$ cat config.mk
export PLATFORM = sky130hd
export DESIGN_NAME = i2c_master_transfer_sequencer_flat
export DESIGN_NICKNAME = d
export VERILOG_FILES = /design/src/rtl/i2cms_pkg.sv /design/src/rtl/i2cms_if.sv /design/src/rtl/i2c_master_transfer_sequencer.sv /design/src/flat_wrapper.sv
export SDC_FILE = /design/constraint.sdc
export NUM_CORES = 1
export LEC_CHECK = 0
export BUFFER_PORTS_ARGS = -buffer_cell sky130_fd_sc_hd__clkbuf_2
export CORE_MARGIN = 1.5
export CORE_UTILIZATION = 63
export DETAILED_ROUTE_END_ITERATION = 7
export PLACE_DENSITY_LB_ADDON = 0.25
export SKIP_CTS_REPAIR_TIMING = 1
export SLEW_MARGIN = 20
export SYNTH_ARGS = -nofsm -noshare
export SYNTH_HDL_FRONTEND = slang
export SYNTH_SLANG_ARGS = --single-unit
export TNS_END_PERCENT = 20
$ cat constraint.sdc
create_clock -name clk -period 8.9 [get_ports clk]
set_clock_uncertainty 0.05 [all_clocks]
set_input_delay 0.445 -clock clk [delete_from_list [all_inputs] [get_ports clk]]
set_output_delay 0.445 -clock clk [all_outputs]
set_load 0.1 [all_outputs]
$ cat src/rtl/i2cms_pkg.sv
// Shared types and constants for the I2C master transfer sequencer.
`timescale 1ns / 1ps
package i2cms_pkg;

  localparam int COUNT_WIDTH = 16;

  typedef enum logic [2:0] {
    CMD_BEGIN_WRITE = 3'd0,
    CMD_BEGIN_READ  = 3'd1,
    CMD_BYTE_DONE   = 3'd2,
    CMD_STOP_DONE   = 3'd3,
    CMD_CANCEL      = 3'd4,
    CMD_RETRY_OVER  = 3'd5,
    CMD_WRITE_BYTE  = 3'd6
  } cmd_t;

  typedef enum logic [2:0] {
    ACT_NONE       = 3'd0,
    ACT_START_SEND = 3'd1,
    ACT_SEND_BYTE  = 3'd2,
    ACT_RECEIVE    = 3'd3,
    ACT_STOP       = 3'd4,
    ACT_REQ_BYTE   = 3'd5,
    ACT_WAIT_RETRY = 3'd6
  } action_t;

  typedef enum logic [1:0] {
    ST_SUCCESS   = 2'd0,
    ST_NACK      = 2'd1,
    ST_CANCELLED = 2'd2
  } status_t;

  typedef struct packed {
    cmd_t        cmd;
    logic [6:0]  dev_addr;
    logic [15:0] length;
    logic [7:0]  data_byte;
    logic        ack;
    logic        bus_error;
  } cmd_item_t;

  typedef struct packed {
    action_t     action;
    logic [7:0]  bus_byte;
    logic        last_read;
    logic        rx_valid;
    logic [7:0]  rx_byte;
    logic [15:0] rx_index;
    logic        restarted;
    logic        done_res;
    status_t     status;
  } res_item_t;

endpackage

$ cat src/rtl/i2cms_if.sv
// Valid/ready channel interfaces for command items and result items.
`timescale 1ns / 1ps
interface i2cms_cmd_if;
  logic                 valid;
  logic                 ready;
  i2cms_pkg::cmd_item_t payload;

  modport source (output valid, output payload, input ready);
  modport sink (input valid, input payload, output ready);
endinterface

interface i2cms_res_if;
  logic                 valid;
  logic                 ready;
  i2cms_pkg::res_item_t payload;

  modport source (output valid, output payload, input ready);
  modport sink (input valid, input payload, output ready);
endinterface

$ cat src/rtl/i2c_master_transfer_sequencer.sv
// I2C master transfer sequencer: one bus action per host command or controller event.
//
// The request channel carries host commands (begin write, begin read, cancel,
// write byte supplied) and controller events (byte done, stop done, retry
// delay over). Every accepted item yields exactly one item on the response
// channel, holding the next bus action, any received byte and the final status.
// The address_tries register is written through cfg_we/cfg_wdata; the user must
// write it only while idle, and the block itself does not enforce this. An item
// is captured in an input register; the sequencer state and the result register,
// which drives the response, then update as the item advances. One item per cycle
// is sustained while responses are taken; the limit is the single state update per
// item in the sequencing logic. When the response receiver stalls, the result holds
// and the input register fills, after which request ready drops until the result is
// taken. Synchronous reset returns the sequencer to idle, empties both registers and
// sets address_tries to 2.
`timescale 1ns / 1ps
module i2c_master_transfer_sequencer (
  input  logic       clk,
  input  logic       rst,
  input  logic       cfg_we,
  input  logic [3:0] cfg_wdata,
  i2cms_cmd_if.sink   request,
  i2cms_res_if.source response
);
  import i2cms_pkg::*;

  typedef enum logic [7:0] {
    PH_IDLE       = 8'b0000_0001,
    PH_ADDR       = 8'b0000_0010,
    PH_WREQ       = 8'b0000_0100,
    PH_WSEND      = 8'b0000_1000,
    PH_RECV       = 8'b0001_0000,
    PH_STOP_END   = 8'b0010_0000,
    PH_STOP_RETRY = 8'b0100_0000,
    PH_RETRY_WAIT = 8'b1000_0000
  } phase_t;

  logic       [3:0]             address_tries;
  logic                         in_valid;
  cmd_item_t                    in_item;
  logic                         out_valid;
  res_item_t                    out_item;
  logic                         advance;

  phase_t                       phase, phase_next;
  logic                         reading, reading_next;
  logic       [6:0]             target_address, target_address_next;
  logic       [COUNT_WIDTH-1:0] transfer_length, transfer_length_next;
  logic       [COUNT_WIDTH-1:0] byte_count, byte_count_next;
  logic       [3:0]             tries_left, tries_left_next;
  status_t                      pending_status, pending_status_next;
  res_item_t                    res;

  logic       [COUNT_WIDTH-1:0] in_len;
  logic       [COUNT_WIDTH-1:0] count_inc;
  logic       [COUNT_WIDTH:0]   count_inc2;
  logic       [3:0]             tries_dec;

  assign advance        = in_valid && (!out_valid || response.ready);
  assign request.ready  = !in_valid || advance;
  assign response.valid = out_valid;
  assign response.payload = out_item;

  assign in_len     = COUNT_WIDTH'(in_item.length);
  assign count_inc  = byte_count + 1'b1;
  assign count_inc2 = {1'b0, count_inc} + 1'b1;
  assign tries_dec  = tries_left - 4'd1;

  always_comb begin
    phase_next           = phase;
    reading_next         = reading;
    target_address_next  = target_address;
    transfer_length_next = transfer_length;
    byte_count_next      = byte_count;
    tries_left_next      = tries_left;
    pending_status_next  = pending_status;
    res                  = '0;

    unique case (in_item.cmd)
      CMD_BEGIN_WRITE, CMD_BEGIN_READ: begin
        if (phase == PH_IDLE) begin
          reading_next         = in_item.cmd[0];
          target_address_next  = in_item.dev_addr;
          // A read of zero bytes still fetches one.
          transfer_length_next = (in_item.cmd[0] && in_len == '0) ? COUNT_WIDTH'(1) : in_len;
          tries_left_next      = (address_tries == 4'd0) ? 4'd1 : address_tries;
          pending_status_next  = ST_SUCCESS;
          byte_count_next      = '0;
          res.action           = ACT_START_SEND;
          res.bus_byte         = {in_item.dev_addr, in_item.cmd[0]};
          phase_next           = PH_ADDR;
        end
      end
      CMD_BYTE_DONE: begin
        if ((phase == PH_ADDR || phase == PH_WSEND || phase == PH_RECV) &&
            in_item.bus_error) begin
          byte_count_next = '0;
          res.action      = ACT_START_SEND;
          res.bus_byte    = {target_address, reading};
          res.restarted   = 1'b1;
          phase_next      = PH_ADDR;
        end else if (phase == PH_ADDR) begin
          if (!in_item.ack) begin
            res.action = ACT_STOP;
            if (reading || tries_dec == 4'd0) begin
              pending_status_next = ST_NACK;
              phase_next          = PH_STOP_END;
            end else begin
              pending_status_next = ST_SUCCESS;
              phase_next          = PH_STOP_RETRY;
            end
            if (!reading) begin
              tries_left_next = tries_dec;
            end
          end else if (reading) begin
            res.action    = ACT_RECEIVE;
            res.last_read = ({1'b0, count_inc} == {1'b0, transfer_length});
            phase_next    = PH_RECV;
          end else if (byte_count < transfer_length) begin
            res.action = ACT_REQ_BYTE;
            phase_next = PH_WREQ;
          end else begin
            res.action          = ACT_STOP;
            pending_status_next = ST_SUCCESS;
            phase_next          = PH_STOP_END;
          end
        end else if (phase == PH_WSEND) begin
          if (!in_item.ack) begin
            res.action          = ACT_STOP;
            pending_status_next = ST_NACK;
            phase_next          = PH_STOP_END;
          end else if (byte_count < transfer_length) begin
            res.action = ACT_REQ_BYTE;
            phase_next = PH_WREQ;
          end else begin
            res.action          = ACT_STOP;
            pending_status_next = ST_SUCCESS;
            phase_next          = PH_STOP_END;
          end
        end else if (phase == PH_RECV) begin
          res.rx_valid    = 1'b1;
          res.rx_byte     = in_item.data_byte;
          res.rx_index    = 16'(byte_count);
          byte_count_next = count_inc;
          if (count_inc < transfer_length) begin
            res.action    = ACT_RECEIVE;
            res.last_read = (count_inc2 == {1'b0, transfer_length});
            phase_next    = PH_RECV;
          end else begin
            res.action          = ACT_STOP;
            pending_status_next = ST_SUCCESS;
            phase_next          = PH_STOP_END;
          end
        end
      end
      CMD_STOP_DONE: begin
        if (phase == PH_STOP_END) begin
          res.done_res = 1'b1;
          res.status   = pending_status;
          phase_next   = PH_IDLE;
        end else if (phase == PH_STOP_RETRY) begin
          res.action = ACT_WAIT_RETRY;
          phase_next = PH_RETRY_WAIT;
        end
      end
      CMD_CANCEL: begin
        if (phase != PH_IDLE) begin
          res.done_res = 1'b1;
          res.status   = ST_CANCELLED;
          phase_next   = PH_IDLE;
        end
      end
      CMD_RETRY_OVER: begin
        if (phase == PH_RETRY_WAIT) begin
          byte_count_next = '0;
          res.action      = ACT_START_SEND;
          res.bus_byte    = {target_address, reading};
          phase_next      = PH_ADDR;
        end
      end
      CMD_WRITE_BYTE: begin
        if (phase == PH_WREQ) begin
          res.action      = ACT_SEND_BYTE;
          res.bus_byte    = in_item.data_byte;
          byte_count_next = count_inc;
          phase_next      = PH_WSEND;
        end
      end
      default: begin
        // The unused command code leaves the state alone and gives no action.
      end
    endcase
  end

  always_ff @(posedge clk) begin
    if (rst) begin
      address_tries   <= 4'd2;
      in_valid        <= 1'b0;
      out_valid       <= 1'b0;
      phase           <= PH_IDLE;
      reading         <= 1'b0;
      target_address  <= '0;
      transfer_length <= '0;
      byte_count      <= '0;
      tries_left      <= '0;
      pending_status  <= ST_SUCCESS;
    end else begin
      if (cfg_we) begin
        address_tries <= cfg_wdata;
      end
      if (request.ready) begin
        in_valid <= request.valid;
      end
      if (advance) begin
        out_valid       <= 1'b1;
        phase           <= phase_next;
        reading         <= reading_next;
        target_address  <= target_address_next;
        transfer_length <= transfer_length_next;
        byte_count      <= byte_count_next;
        tries_left      <= tries_left_next;
        pending_status  <= pending_status_next;
      end else if (response.ready) begin
        out_valid <= 1'b0;
      end
    end
  end

  always_ff @(posedge clk) begin
    if (request.ready && request.valid) begin
      in_item <= request.payload;
    end
    if (advance) begin
      out_item <= res;
    end
  end

endmodule
$ cat src/flat_wrapper.sv
// flat-port wrapper written by rule: the top's interface ports become plain ports
module i2c_master_transfer_sequencer_flat import i2cms_pkg::*;
  (clk, rst, cfg_we, cfg_wdata, request_valid, request_payload, request_ready, response_valid, response_payload, response_ready);
  i2cms_cmd_if request_i ();
  i2cms_res_if response_i ();
  input  logic clk;
  input  logic rst;
  input  logic cfg_we;
  input  logic [3:0] cfg_wdata;
  input wire logic [$bits(request_i.valid)-1:0] request_valid;
  input wire logic [$bits(request_i.payload)-1:0] request_payload;
  output wire logic [$bits(request_i.ready)-1:0] request_ready;
  output wire logic [$bits(response_i.valid)-1:0] response_valid;
  output wire logic [$bits(response_i.payload)-1:0] response_payload;
  input wire logic [$bits(response_i.ready)-1:0] response_ready;
  assign request_i.valid = request_valid;
  assign request_i.payload = request_payload;
  assign request_ready = request_i.ready;
  assign response_valid = response_i.valid;
  assign response_payload = response_i.payload;
  assign response_i.ready = response_ready;
  i2c_master_transfer_sequencer u_core (.clk(clk), .rst(rst), .cfg_we(cfg_we), .cfg_wdata(cfg_wdata), .request(request_i), .response(response_i));
endmodule
==> flow_summary.yaml <==
synthesis:
  ys_warn_count: 0
  yosysTopAreaCellShare_pct: 31.5
  synth_edf_count: 77
  ys_seq_elements: 137
  synth.yosys.seq_area_share_pct: 47.9
  synthTopCellsByArea: "edfxtp_1 (31%), dfxtp_1 (16%), ha_1 (6.1%)"
  synth_cell_types: 74
  avgSynthCellArea_um2: 9.74
  synthFlopType: "edfxtp_1"
  syn_area_um2: 7340
  async_flop_share_pct: 0
  synth_fp_nets: 835
  yosysTopAreaCell: "edfxtp_1"
  syn-instance-count: 754
min_path:
  hp-class: "input pin to flip-flop"
critical_path:
  crit_type: "flip-flop to flip-flop"
  cp_max_fo: 14
  worst_path_most_repeated_cell: "a21o_1"
  path_cells: "nand3_1 > nor3_1 > xnor2_1 > inv_1 > ha_1 > a21o_1 > a21o_1 > a21oi_1 > nor2_1 > a2111oi_1 > or2_2 > o21ai_0 > a31o_2"
  worstPathArrival_ns: 4.78
  worstPathRequired_ns: 9.02
  slowest_delay_ns: 0.73
  worstSetupEndpointType: "flip-flop"
  crit_slowest_cell: "a2111oi_1"
  start_kind: "flip-flop"
placement:
  place_congestion: 0.919
  io_buffers: 87
  dpl.hpwl_mm: 12.6
  placed_area_um2: 7860
timing:
  rsz0062_at_grt: "false"
  worst_pin_slew_ns: 0.999
  finalMaxSlewViolations: 0
  holdWs_ns: 0.147
  hold_viol_final: 0
  period_share_pct: 52.4
  maxSlewHeadroom_pct: 32.5
  setup_tns_ns: 0
  setup_viol: 0
  fin_crit_ns: 4.66
  fmaxAchievable_ghz: 0.215
floorplanning:
  die_w_um: 111
  die_area_um2: 12300
  die_y_um: 111
  floorplan.io_pins: 88
  core_um2: 11400
  initial_core_util_pct: 64.6
  rows: 39
power_and_ir_drop:
  total_power_mw: 1.54
  max-vdd-ir-drop_mv: 0.245
  leakagePower_nw: 3.23
  power.density_nw_per_um2: 183
final_layout:
  drive_above_1_share_pct: 16.8
  nFillCells: 834
  n_antenna_cell: 0
  syn2layout_area_growth_pct: 14.6
  final_area_um2: 8420
  nNetsFinal: 910
  final_util_pct: 74.0
detailed_routing:
  routed_wl_mm: 18.1
  wl_per_cell_um: 18.4
  ant_nets: 0
  drtIter0Drc: 630
  num_vias: 6103
  drc_errors: 0
  vias_per_cell: 6.20
  first_pass_iters: 5
clock_tree:
  clock_tree.root_cell: "clkbuf_16"
  cts_buffers: 17
  worst_skew_pair.late_latency_ns: 0.42
  cts_tree: "done"
  clock_path_buffers: 2
  clkSinkCount: 137
  clk_pin_slew_worst_paths_ns: 0.06
  htreeDepth: 4
global_routing:
  grt_use_total_pct: 29.9
  grt_pass1_vias: 5884
  antenna_found_initial: 0
  grt_pass1_wl_mm: 29.1
  grt_max_degree: 61
  gr-total-overflow: 0
run:
  max_cap_viol_count: 0
run_status:
  outcome: "finished clean"
per-stage QoR:
stage	setup slack, ns	instances
5_1_grt	3.83	984
3_5_place_dp	4.17	953
6_report	4.24	984
4_1_cts	4.15	984
3_3_place_gp	4.40	953
2_1_floorplan	5.21	754
cells in the mapped netlist (6+ instances only):
cell type  count
a222oi_1       8
xnor2_1       29
a21o_1         8
a21oi_1       60
nor3_1        24
nand3_1       16
ha_1          36
and2_1        28
nand4_1       16
nor2_1        60
nor4_1        11
inv_1         46
o21ai_0       15
a211o_1        8
nand2_1       76
dfxtp_1       60
xor2_1         6
nand2b_1      13
clkbuf_1      28
edfxtp_1      77
buf_2          6
nor2b_1       10
nor3b_1        7
layout by cell type (no fill, tap or decap), types with 10 or more instances in the layout:
| cell type | instances |
|---|---|
| nor2b_1 | 10 |
| and2_1 | 28 |
| clkbuf_2 | 87 |
| edfxtp_1 | 77 |
| xnor2_1 | 29 |
| nor4_1 | 11 |
| nand3_1 | 16 |
| nand4_1 | 16 |
| dfxtp_1 | 60 |
| nor3_1 | 23 |
| inv_1 | 46 |
| nand2_1 | 76 |
| ha_1 | 36 |
| nand2b_1 | 13 |
| clkbuf_16 | 17 |
| o21ai_0 | 15 |
| nor2_1 | 60 |
| a21oi_1 | 60 |
worst paths after layout:
path	from	to	slack, ns	cells after the start
worst min register to register	u_core.transfer_length[4]	u_core.transfer_length[4]	0.41	2
worst max-delay path	u_core.byte_count[2]	u_core.response.payload[40]	4.24	13
worst min-delay path	request_payload[4]	u_core.in_item[4]	0.15	1
worst max register to register	u_core.byte_count[2]	u_core.response.payload[40]	4.24	13
layer usage:
layer / routed length, um / vias to the layer above / share of wire (%) / GRT usage [%]
met3: 1480 / 25 / 8.2 / 7.76
met2: 8850 / 304 / 49 / 49.3
li1: - / 2883 / - / -
met1: 7570 / 2891 / 42 / 39.5
met5: 0 / - / 0 / 0
met4: 239 / 0 / 1.3 / 7.69
critical path, delay by kind of cell, from the launching register on:
kind	cells	cell delay, ns
AND/OR/NAND/NOR	4	1.37
AO/OA/AOI/OAI	6	1.59
adder cells (fa/ha/maj)	1	0.30
flip-flops	1	0.63
XOR/XNOR	1	0.36
buffers and inverters	1	0.09
sequential cells by signal (all words and copies together), names as in the netlist:
register                 count
u_core.byte_count           16
u_core.target_address        7
u_core.response.payload     41
u_core.phase                 8
u_core.response.valid        1
u_core.in_item              20
u_core.transfer_length      16
u_core.pending_status        2
u_core.reading               1
u_core.tries_left            4
u_core.address_tries         4
u_core.in_valid              1
u_core.in_len               16
layout make-up:
type	instances	area, um^2	share of cell area (%)
flip-flops and latches	137	3510	41.7
repair buffers	93	480	5.71
inverters	46	173	2.05
clock buffers	20	437	5.19
multi-input cells	534	3510	41.7
clock inverters	11	123	1.46
well taps	143	179	2.13
report_power, final:
| group | internal, mW | switching, mW | leakage [nW] |
|---|---|---|---|
| Combinational | 0.0386 | 0.116 | 1.73 |
| Sequential | 0.693 | 0.0169 | 1.22 |
| Clock | 0.410 | 0.265 | 0.266 |
logic make-up after synthesis:
kind of cell	count (synthesis)	synth area share, %
compound gates	154	14.3
simple gates	301	21.8
fa+ha+maj	36	6.13
mux	7	0.988
buf+inv	83	4.40
xor+xnor	36	4.48
flops	137	47.9
(Power assumes the default switching activity.)
